**config.mk**
```make
export PLATFORM = sky130hd
export DESIGN_NAME = psr_sqrt_cell
export DESIGN_NICKNAME = d
export VERILOG_FILES = /design/src/psr_pkg.sv /design/src/psr_sqrt_cell.sv
export SDC_FILE = /design/constraint.sdc
export NUM_CORES = 1
export LEC_CHECK = 0
export BUFFER_PORTS_ARGS = -buffer_cell sky130_fd_sc_hd__buf_4
export CAP_MARGIN = 20
export CORE_MARGIN = 2
export CORE_UTILIZATION = 35
export DETAILED_ROUTE_END_ITERATION = 8
export PLACE_DENSITY = 0.58
export RECOVER_POWER = 100
export SYNTH_ARGS = -nofsm -noshare
export SYNTH_HDL_FRONTEND = slang
export SYNTH_SLANG_ARGS = --single-unit
```
**constraint.sdc**
```tcl
create_clock -name clk -period 3.6 [get_ports clk]
set_input_delay 0 -clock clk [delete_from_list [all_inputs] [get_ports clk]]
set_output_delay 0 -clock clk [all_outputs]
set_load 0.01 [all_outputs]
```
**src/psr_pkg.sv**
```systemverilog
// Package for the point/segment relation unit: widths, relation and register
// codes, the square root cell word and the tolerance compare function.
// No dependencies.
package psr_pkg;

  localparam int COORD_WIDTH = 24;
  localparam int FRAC_BITS   = 12;
  localparam int TOL_FRAC    = 24;
  localparam int TOL_W       = 32;
  localparam int DIST_W      = 25;
  localparam int REL_W       = 3;
  localparam int CFG_IDX_W   = 2;

  localparam int DW     = COORD_WIDTH + 1;   // coordinate difference
  localparam int PROD_W = 2 * DW;            // one signed product
  localparam int A_W    = 2 * DW - 1;        // squared length
  localparam int BCT_W  = 2 * DW;            // signed dot product
  localparam int ROOT_W = A_W;
  localparam int RAD_W  = 2 * ROOT_W;        // radicand, holds a*b
  localparam int REM_W  = ROOT_W + 3;
  localparam int LO_W   = (A_W + 1) / 2;
  localparam int HI_W   = A_W - LO_W;
  localparam int D2_W   = BCT_W + 1;
  localparam int F1     = FRAC_BITS;
  localparam int F2     = 2 * FRAC_BITS;

  localparam logic [REL_W-1:0] REL_INSIDE = 3'd0;
  localparam logic [REL_W-1:0] REL_START  = 3'd1;
  localparam logic [REL_W-1:0] REL_END    = 3'd2;
  localparam logic [REL_W-1:0] REL_PAST   = 3'd3;
  localparam logic [REL_W-1:0] REL_BEHIND = 3'd4;
  localparam logic [REL_W-1:0] REL_OFF    = 3'd5;

  localparam logic [CFG_IDX_W-1:0] REG_TOLERANCE = 2'd0;
  localparam logic [CFG_IDX_W-1:0] REG_TOL_FLOOR = 2'd1;
  localparam logic [CFG_IDX_W-1:0] REG_DEF_TOL   = 2'd2;

  localparam logic [TOL_W-1:0] TOL_RST   = 32'd0;
  localparam logic [TOL_W-1:0] FLOOR_RST = 32'd1;
  localparam logic [TOL_W-1:0] DEF_RST   = 32'd17;

  // word handed from one square root cell to the next
  typedef struct packed {
    logic [RAD_W-1:0]  rad;
    logic [REM_W-1:0]  rem;
    logic [ROOT_W-1:0] root;
  } sqrt_t;

  typedef struct packed {
    logic [A_W-1:0]          a;
    logic [A_W-1:0]          b;
    logic signed [BCT_W-1:0] bct;
    logic [RAD_W-1:0]        ab;
    logic                    start_hit;
    logic                    a_lt_b;
  } front_t;

  // exact test x * 2^-fx < tol * 2^-24
  function automatic logic below_tol(input logic [63:0] x, input int fx,
                                     input logic [TOL_W-1:0] tol);
    logic [63:0] t64;
    logic [63:0] lim;
    t64 = {{(64 - TOL_W){1'b0}}, tol};
    if (fx >= TOL_FRAC) begin
      lim = t64 << (fx - TOL_FRAC);
    end else begin
      lim = (t64 + (64'd1 << (TOL_FRAC - fx)) - 64'd1) >> (TOL_FRAC - fx);
    end
    return x < lim;
  endfunction

endpackage

```
**src/psr_sqrt_cell.sv**
```systemverilog
// One digit step of a restoring square root, registered.
// Depends on psr_pkg.
module psr_sqrt_cell (
  input  logic           clk,
  input  logic           en,
  input  psr_pkg::sqrt_t d,
  output psr_pkg::sqrt_t q
);

  logic [psr_pkg::REM_W-1:0] rem_sh;
  logic [psr_pkg::REM_W-1:0] trial;
  logic                      take;
  psr_pkg::sqrt_t            q_nxt;

  always_comb begin
    rem_sh = {d.rem[psr_pkg::REM_W-3:0], d.rad[psr_pkg::RAD_W-1 -: 2]};
    trial  = psr_pkg::REM_W'({d.root, 2'b01});
    take   = rem_sh >= trial;
    q_nxt.rad  = {d.rad[psr_pkg::RAD_W-3:0], 2'b00};
    q_nxt.rem  = take ? rem_sh - trial : rem_sh;
    q_nxt.root = {d.root[psr_pkg::ROOT_W-2:0], take};
  end

  // advance only with the rest of the pipeline
  always_ff @(posedge clk) begin
    if (en) begin
      q <= q_nxt;
    end
  end

endmodule

```
==> key figures, run 1 <==
Setup path
  – Critical path start-end classification: in2reg
  – Crit path launch: d[9]
  – Critical path endpoint: q[79]$_DFFE_PP_
  – Arrival @ worst endpoint: roughly 3600 ps
  – Top fanout value on the critical path: 7
  – Crit path capture type: flip-flop
  – Worst Setup Start Kind: input pin
  – Req. time, crit path: between 3000 and 4000 ps

Yosys
  – Cell taking the most area after synthesis: edfxtp_1
  – Synth Flop Type: edfxtp_1
  – FF+latch count, synth: roughly 200
  – Yosys cell types: between 70 and 80
  – Post-synth ARST share: 0%
  – Netlist Area Pre-Place: approximately 10000 um^2
  – Mapped Avg Cell Area: ~13 um^2
  – Synth area leaders: edfxtp_1 (58%), ha_1 (6.2%), mux2_4 (5.7%), a21oi_1 (2.5%), inv_1 (2.4%)
  – Area share of the largest cell type after synthesis: 57.8%
  – EDFF count, synth: between 150 and 200
  – Yosys warns: 0
  – Cells after synthesis: between 700 and 800
  – Sequential area share after synthesis: between 50 and 60%

Route
  – Routed WL per cell: 18.9 um
  – DRT Pass-1 Iters: 5
  – Post-DRT Antenna Nets: 0
  – Via count: 8565
  – Vias per cell: 4.85
  – DRC Markers: 0
  – 1st-iter DRT viols: 412
  – Post-Route WL: 33400 um

Timing
  – Setup Total Neg Slack: 0 ps
  – Hold Slack: a little under 300 ps
  – Final min period: approximately 3400 ps
  – Peak Freq: slightly below 300 MHz
  – RSZ-0062 raised after global routing: no
  – Setup WS post-layout: between 200 and 250 ps
  – Count of final max-slew check failures: 80
  – Tcrit/Tclk final: between 90% and 100%
  – Worst-margin pin slew: 2100 ps
  – Setup violations, final: 0
  – Hold Fails Final Rpt: 0
  – Slew headroom: -40.3%

Placed design
  – Place WS: 422 ps
  – PortBufs: about 400
  – GPL Wtd Cong: around 0.84
  – Post-DP HPWL: 24400 um

Layout
  – Max reg flops: just under 200
  – Fillers: around 2700
  – Largest regs: q (197)
  – Highest-count cells in the layout ignoring fill and taps: clkbuf_1 (208), edfxtp_1 (197), dlygate4sd3_1 (196)
  – Final nets: between 1500 and 2000
  – Most common cell after layout, fill and taps aside: clkbuf_1
  – Ant. Diodes: 0
  – Synthesis-to-layout area growth: 48.4%
  – Largest register by flop count: q
  – Share of cells above drive strength 1: between 10% and 20%

Floorplanning
  – Die H: roughly 180 um
  – Core Region: ~29000 um^2
  – I/O pin count: 400
  – Die X: between 150 and 200 um
  – Die Area: about 31000 um^2
  – Rows: 62
  – Initial Util: 35.6%

Run status
  – Status: finished, violations left
  – Violated checks: max-capacitance violations, max-slew violations

Global route
  – Initial antenna violation count: 0
  – First-pass GRT wire length: slightly below 50000 um
  – Largest net degree at the start of global routing: 83
  – Tot GR Track Use: a little over a fifth
  – Vias in the first global route: between 8000 and 9000
  – Grt total ovfl: 0

Clock network
  – Deepest clock path buffer count: 2
  – CTS tree: built
  – H-tree levels: 4
  – Clock sink count: around 200
  – TritonCTS buffer count: 17
  – Clock-pin slew on the worst setup and hold paths: roughly 80 ps
  – Cell chosen for the clock root: clkbuf_16

Hold path
  – Hold crit path type: in2reg

Job
  – Max-Cap Viols: 1

Pwr
  – Peak VDD IR: 0.240 mV
  – Leakage dissipation: between 6 and 7 nW
  – PwrDens: 421 nW/um^2
-- metrics by stage --
step	power, W	instance area (um^2)	util [%]	cells
2_1_floorplan	0.00377	10200	-	781
3_3_place_gp	0.00453	13600	47.2	1539
3_5_place_dp	0.00454	13600	47.2	1539
4_1_cts	0.00673	16200	56.2	1767
5_1_grt	0.00668	15200	52.8	1767
6_report	0.00640	15200	52.8	1767
-- kinds of logic after synthesis --
group / after synthesis / share of synthesized area [%]
compound gates: 179 / 12.7
xor+xnor: 46 / 3.93
fa+ha+maj: 51 / 6.23
buf+inv: 96 / 4.56
flops: 197 / 57.8
mux: 45 / 6.33
other cells: 1 / 0.0366
simple gates: 165 / 8.43
-- layer usage --
metal  track usage (%)  share of wire [%]
met1              25.1                 41
met2              37.9                 51
met3              4.55                5.5
met4              6.88                2.5
met5                 0                  0
-- synth_stat cells, drive strengths merged, types with 2 or more instances --
cell type and instances:
buf 14, a21o 16, o31ai 6, or3 7
o2111ai 2, a2111oi 5, edfxtp 197, o211a 2
o221ai 3, a211oi 5, nor2 35, nor2b 4
xor2 20, nand2b 2, a21oi 54, o221a 2
o21bai 9, xnor2 26, nor4 4, o211ai 8
a221oi 2, a311oi 2, o21ai 34, mux2 41
a31oi 2, clkbuf 17, nand3 15, and2 3
nor3 10, and3 6, nand4 24, o21a 11
nand2 46, or2 3, ha 51, o32ai 3
mux2i 4, a2111o 2, o41ai 2, inv 65
-- critical path, stage by stage --
cell and delay [ps]:
dlygate4sd3_1 540, clkbuf_1 140, inv_1 50, ha_1 460
nand4_1 210, nor2_1 230, a2111oi_4 80, o211ai_1 610
o21bai_1 300, o41ai_1 510, xor2_1 110, mux2_1 310
-- repair_timing --
item                                    CTS  global route
endpoints found under the setup margin    0             0
hold endpoints to repair                196             0
gates resized for setup                   0             0
buffers inserted                          0             0
hold buffers                            196             0
-- layout make-up --
| type | count | area (um^2) | share of cell area, % |
|---|---|---|---|
| Timing Repair Buffer | 601 | 4240 | 27.9 |
| Tap cell | 384 | 480 | 3.16 |
| Multi-Input combinational cell | 488 | 3710 | 24.4 |
| Clock inverter | 14 | 184 | 1.21 |
| Sequential cell | 197 | 5920 | 38.9 |
| Clock buffer | 18 | 429 | 2.82 |
| Inverter | 65 | 244 | 1.60 |
-- where the power goes --
part / total [W] / switching [W] / internal, W / leakage [nW]
registers: 0.00287 / 0.0000593 / 0.00281 / 1.93
logic: 0.00154 / 0.000846 / 0.000690 / 3.82
clock network: 0.00200 / 0.000996 / 0.00101 / 0.298
total: 0.00640 / 0.00190 / 0.00450 / 6.05
-- worst min-delay path by stage --
stage / from / end / slack (ps) / cells past startpoint
6_report: d[41] / q[42]$_DFFE_PP_ / 290 / 2
5_1_grt: d[147] / q[149]$_DFFE_PP_ / 270 / 2
4_1_cts: en / q[175]$_DFFE_PP_ / 220 / 1
3_5_place_dp: d[138] / q[140]$_DFFE_PP_ / 180 / 1
3_3_place_gp: d[124] / q[126]$_DFFE_PP_ / 180 / 1
2_1_floorplan: d[101] / q[103]$_DFFE_PP_ / 100 / 0
No activity file was read; power rests on OpenSTA's default activity.
==> run 2, diff against run 1 <==
--- a/config.mk
+++ b/config.mk
@@ -5,12 +5,13 @@
 export SDC_FILE = /design/constraint.sdc
 export NUM_CORES = 1
 export LEC_CHECK = 0
+export ABC_AREA = 1
 export BUFFER_PORTS_ARGS = -buffer_cell sky130_fd_sc_hd__buf_4
 export CAP_MARGIN = 20
 export CORE_MARGIN = 2
 export CORE_UTILIZATION = 35
 export DETAILED_ROUTE_END_ITERATION = 8
-export PLACE_DENSITY = 0.58
+export PLACE_DENSITY = 0.57
 export RECOVER_POWER = 100
 export SYNTH_ARGS = -nofsm -noshare
 export SYNTH_HDL_FRONTEND = slang
==> run 2 against run 1 <==
Net effect:
- the flow still finishes with violations (max-capacitance violations, max-slew violations)
- sequential share of layout area is 2.9 points lower
- clock power down 7%
- cell count increased by 34%
- non-clock buffer count is 4 lower
- combinational power grew 5%
- synthesized cell count rose by 74%
- hold slack lost 19 ps
==> key figures, run 2 <==
Clock network
  – Deepest clock path buffer count: 2
  – Cell chosen for the clock root: clkbuf_16
  – Total setup buffers inserted after CTS: 0
  – Post-CTS resize count: 0
  – H-tree levels: 4
  – TritonCTS buffer count: 17
  – Hold-fix buffers at CTS: 196
  – Clock-pin slew on the worst setup and hold paths: around 80 ps
  – CTS tree: built
  – Clock sink count: 197

Timing
  – Peak Freq: around 370 MHz
  – Count of final max-slew check failures: around 110
  – Hold Slack: ~270 ps
  – Hold Fails Final Rpt: 0
  – Setup violations, final: 0
  – Final min period: roughly 2700 ps
  – RSZ-0062 raised after global routing: no
  – Slew headroom: -34.0%
  – Worst-margin pin slew: between 2000 and 2500 ps
  – Setup Total Neg Slack: 0 ps
  – Tcrit/Tclk final: between 70% and 80%

Yosys
  – Cells after synthesis: between 1000 and 1500
  – Post-synth top cells: nand2_1 (504), inv_1 (287), edfxtp_1 (197)
  – Mapped Avg Cell Area: around 8.3 um^2
  – Top-count cell post-synth: nand2_1
  – FF+latch count, synth: ~200
  – Yosys cell types: 32
  – Sequential area share after synthesis: between 50 and 60%
  – Cell taking the most area after synthesis: edfxtp_1
  – Yosys warns: 0
  – Post-synth ARST share: 0%
  – Synth Flop Type: edfxtp_1
  – EDFF count, synth: between 150 and 200
  – Area share of the largest cell type after synthesis: approximately 52%
  – Synth area leaders: edfxtp_1 (52%), nand2_1 (17%), inv_1 (9.5%), ha_1 (5.6%), nor2_1 (2.8%)
  – Netlist Area Pre-Place: roughly 11000 um^2

Placed design
  – GPL Wtd Cong: around 0.90
  – PortBufs: 395
  – Post-DP HPWL: between 30000 and 40000 um

Layout
  – Most common cell after layout, fill and taps aside: nand2_1
  – Final nets: around 2200
  – Largest register by flop count: q
  – Highest-count cells in the layout ignoring fill and taps: nand2_1 (504), inv_1 (288), clkbuf_1 (213)
  – Ant. Diodes: 0
  – Largest regs: q (197)
  – FF+latch area: roughly 6000 um^2
  – Fillers: roughly 3200
  – Synthesis-to-layout area growth: 45.1%
  – Footprint of the multi-input gates: 4190 um^2
  – Share of cells above drive strength 1: between 10 and 15%
  – Max reg flops: ~200

Setup path
  – Top fanout value on the critical path: 27
  – Crit path capture type: flip-flop
  – Req. time, crit path: ~3900 ps
  – CP most frequent cell: nor2_1
  – Arrival @ worst endpoint: about 3000 ps
  – Critical path start-end classification: in2reg
  – Crit path cell chain: dlygate4sd3_1 -> clkbuf_1 -> inv_1 -> ha_1 -> nand2_1 -> nor2_1 -> inv_1 -> nor2_1 -> nand3_1 -> nor2_2 -> nor2_1 -> nand3_4 -> clkbuf_2 -> nand3_1 -> nand2_1
  – Worst Setup Start Kind: input pin
  – CP max stage delay: around 580 ps
  – Critical path's slowest cell: clkbuf_2

Floorplanning
  – Die X: about 180 um
  – Rows: 65
  – Die H: 184 um
  – I/O pin count: 400
  – Die Area: about 34000 um^2
  – Core Region: around 32000 um^2
  – Initial Util: about 36%

Route
  – Via count: approximately 11000
  – Post-Route WL: between 40000 and 50000 um
  – Post-DRT Antenna Nets: 0
  – Routed WL per cell: ~17 um
  – 1st-iter DRT viols: ~560
  – DRC Markers: 0
  – DRT Pass-1 Iters: 5
  – Vias per cell: about 4.5

Pwr
  – Leakage dissipation: about 7.7 nW
  – Peak VDD IR: 0.332 mV
  – PwrDens: 386 nW/um^2

Hold path
  – Hold crit path type: in2reg

Run status
  – Violated checks: max-capacitance violations, max-slew violations
  – Status: finished, violations left

Global route
  – Tot GR Track Use: approximately a quarter
  – First-pass GRT wire length: approximately 61000 um
  – Vias in the first global route: between 10000 and 15000
  – Largest net degree at the start of global routing: between 70 and 80
  – Grt total ovfl: 0
  – Initial antenna violation count: 0

Job
  – Max-Cap Viols: 2
run 2: kinds of logic after synthesis:
family                     count (synthesis)  share of synthesized area [%]
and+or+nand+nor                          700                           25.4
adders and majority gates                 51                           5.64
buffers and inverters                    303                           10.5
other                                      1                         0.0331
xor gates and xnor gates                  30                           2.32
DFF                                      197                           52.3
AOI/OAI and AO/OA                         74                           3.84
run 2: report_power, final:
group	total [W]	switching (W)	internal [W]
clock	0.00186	0.000954	0.000902
combinational	0.00162	0.000983	0.000640
sequential	0.00286	0.0000595	0.00280
run 2: worst max-delay path, delay by kind of cell:
kind	cells	cell delay, ps
buffers and inverters	5	1380
adders and majority gates	1	340
and+or+nand+nor	9	1310
run 2: per-stage QoR:
stage	worst slack, ps	std cells	area [um^2]	utilization [%]	power [W]
after detailed placement	1310	2148	14800	46.5	0.00456
after global placement	1320	2148	14800	46.5	0.00455
after floorplan	1770	1357	11300	-	0.00372
after global routing	591	2376	16400	51.8	0.00664
final	887	2376	16400	51.8	0.00634
after CTS	1240	2376	17300	54.5	0.00660
run 2: layout make-up:
type | instances | area share, %
flip-flops and latches | 197 | 36.0
multi-input cells | 857 | 25.5
repair buffers | 597 | 25.4
inverters | 291 | 6.65
well taps | 402 | 3.06
clock buffers | 17 | 2.59
clock inverters | 15 | 0.769
run 2: layer usage:
metal / global-route usage [%] / share of wire, %
met5: 0 / 0
met3: 4.64 / 5.5
met2: 42.7 / 48
met1: 28.8 / 42
met4: 11.1 / 4.1
run 2: final timing paths:
kind | start | end | slack, ps | cells after the start
setup / recovery | d[9] | q[91]$_DFFE_PP_ | 890 | 15
hold / removal | d[103] | q[105]$_DFFE_PP_ | 270 | 2
==> run 3, diff against run 2 <==
--- a/config.mk
+++ b/config.mk
@@ -5,13 +5,13 @@
 export SDC_FILE = /design/constraint.sdc
 export NUM_CORES = 1
 export LEC_CHECK = 0
-export ABC_AREA = 1
+export ABC_AREA = 0
 export BUFFER_PORTS_ARGS = -buffer_cell sky130_fd_sc_hd__buf_4
 export CAP_MARGIN = 20
 export CORE_MARGIN = 2
 export CORE_UTILIZATION = 35
 export DETAILED_ROUTE_END_ITERATION = 8
-export PLACE_DENSITY = 0.57
+export PLACE_DENSITY = 0.58
 export RECOVER_POWER = 100
 export SYNTH_ARGS = -nofsm -noshare
 export SYNTH_HDL_FRONTEND = slang
==> constraint.sdc (replaced) <==
create_clock -name clk -period 2.61 [get_ports clk]
set_input_delay 0 -clock clk [delete_from_list [all_inputs] [get_ports clk]]
set_output_delay 0 -clock clk [all_outputs]
set_load 0.01 [all_outputs]
==> run 3 against run 2 <==
Net effect:
- the run still ends with max-capacitance violations, max-slew violations left
- critical path depth decreased by 3
- die area decreased by 9.3%
- power increased by 45%
- critical endpoint is now q[89]$_DFFE_PP_
- largest cell class unchanged
- highest routed layer is now met5
==> key figures, run 3 (same netlist as run 1, synthesis figures left out) <==
Setup path
  – Worst Setup Start Kind: input pin
  – Top fanout value on the critical path: 10
  – CP max stage delay: 530 ps
  – Crit path launch: d[37]
  – Critical path's slowest cell: dlygate4sd3_1
  – Critical path start-end classification: in2reg
  – Req. time, crit path: about 2800 ps
  – Crit path capture type: flip-flop
  – Critical path endpoint: q[89]$_DFFE_PP_
  – Crit path cell chain: dlygate4sd3_1 -> buf_4 -> inv_1 -> ha_1 -> a21o_1 -> or2_4 -> a2111o_1 -> and3_4 -> nor2_8 -> buf_12 -> clkbuf_16 -> mux2_4
  – Arrival @ worst endpoint: 2760 ps

Route
  – Post-DRT Antenna Nets: 0
  – Routed WL per cell: 18.5 um
  – Post-Route WL: between 30000 and 40000 um
  – DRT Pass-1 Iters: 5
  – DRC Markers: 0
  – 1st-iter DRT viols: ~550
  – Via count: ~9100
  – Vias per cell: about 4.7

Floorplanning
  – Die Area: roughly 31000 um^2
  – Die H: between 150 and 200 um
  – I/O pin count: 400
  – Core Region: between 20000 and 30000 um^2
  – Initial Util: about 36%
  – Rows: 62
  – Die X: 175 um

Timing
  – Tcrit/Tclk final: about 100%
  – Worst-margin pin slew: around 1500 ps
  – Peak Freq: slightly below 400 MHz
  – Setup Total Neg Slack: 0 ps
  – Hold Slack: between 60 and 70 ps
  – RSZ-0062 raised after global routing: yes
  – Hold Fails Final Rpt: 0
  – Slew headroom: -0.213%
  – Count of final max-slew check failures: 60
  – Final min period: approximately 2600 ps
  – Setup violations, final: 0

Layout
  – Max reg flops: between 150 and 200
  – Final cell count without fillers: between 1500 and 2000
  – Largest register by flop count: q
  – Highest-count cells in the layout ignoring fill and taps: clkbuf_1 (209), buf_4 (209), edfxtp_1 (197)
  – Fillers: between 2000 and 3000
  – Core Util, Final: 57.9%
  – Final nets: about 1800
  – Largest regs: q (197)
  – Share of cells above drive strength 1: 29.8%
  – Synthesis-to-layout area growth: 62.7%
  – Ant. Diodes: 0

Pwr
  – Peak VDD IR: between 0.3 and 0.4 mV
  – PwrDens: between 500 and 600 nW/um^2
  – Total power: slightly above 0.009 W
  – Leakage dissipation: 6.95 nW

Run status
  – Status: finished, violations left
  – Violated checks: max-capacitance violations, max-slew violations

Clock network
  – Deepest clock path buffer count: 2
  – Clock-pin slew on the worst setup and hold paths: roughly 100 ps
  – Cell chosen for the clock root: clkbuf_16
  – CTS tree: built
  – Clock sink count: 197
  – TritonCTS buffer count: 17
  – H-tree levels: 4

Global route
  – Largest net degree at the start of global routing: 61
  – Initial antenna violation count: 1
  – First-pass GRT wire length: around 53000 um
  – Vias in the first global route: ~9500
  – Grt total ovfl: 0
  – Tot GR Track Use: ~22%

Hold path
  – Hold crit path type: in2reg

Job
  – Max-Cap Viols: 1

Placed design
  – Dpl cells: about 1700
  – Post-DP HPWL: around 26000 um
  – PortBufs: ~400
  – GPL Wtd Cong: about 0.87
[run 3: cell types whose count changed in the layout (fill, tap and decap cells not counted), moves of 19 or more]
cell     previous run  this run
nand2_1           504        45
inv_1             288        64
buf_4              53       209
nor2_1             85        33
nand3_1            58        14
mux2_4              0        39
a21oi_1            30        49
[run 3: how the worst min path moves through the flow]
stage / start / to / cells after the start
after global routing: d[197] / q[50]$_DFFE_PP_ / 4
after CTS: d[197] / q[50]$_DFFE_PP_ / 4
after global placement: d[121] / q[123]$_DFFE_PP_ / 1
after floorplan: d[101] / q[103]$_DFFE_PP_ / 0
after detailed placement: d[188] / q[190]$_DFFE_PP_ / 1
final: d[197] / q[50]$_DFFE_PP_ / 4
[run 3: power by group]
group	internal, W	total, W	switching [W]
clock	0.00128	0.00266	0.00138
sequential	0.00387	0.00396	0.0000898
combinational	0.00131	0.00256	0.00125
[run 3: through the flow]
stage / setup slack (ps) / cell area [um^2]
detailed placement: -304 / 14700
global placement: -252 / 14700
floorplan: 2.38 / 10300
global route: -6.88 / 16700
finish: 51.7 / 16700
CTS: 6.83 / 17300
[run 3: area by class of cell]
class	instances	area, um^2	share of cell area [%]
sequential	197	5920	35.5
timing repair buffer	757	5500	33.0
multi-input combinational	488	3940	23.6
tap	384	480	2.88
clock buffer	17	425	2.55
inverter	65	244	1.46
clock inverter	14	159	0.954
[run 3: critical path, delay by kind of cell]
family | cells | cell delay [ps]
buf+inv | 5 | 1010
simple gates | 3 | 560
mux | 1 | 300
compound gates | 2 | 580
fa+ha+maj | 1 | 300
[run 3: timing repair]
| action | CTS | global route |
|---|---|---|
| hold buffers | 196 | 0 |
| gates resized for setup | 0 | 10 |
| setup buffers | 0 | 9 |
| endpoints found under the setup margin | 0 | 45 |
| hold endpoints to repair | 196 | 0 |
[run 3: metal layers]
metal  wire [um]  track usage (%)  vias up
li1            -                -     4440
met1       14200             26.4     4315
met2       18100             40.2      315
met3        2370             5.59       53
met4         869             6.56        2
met5          13                0        -
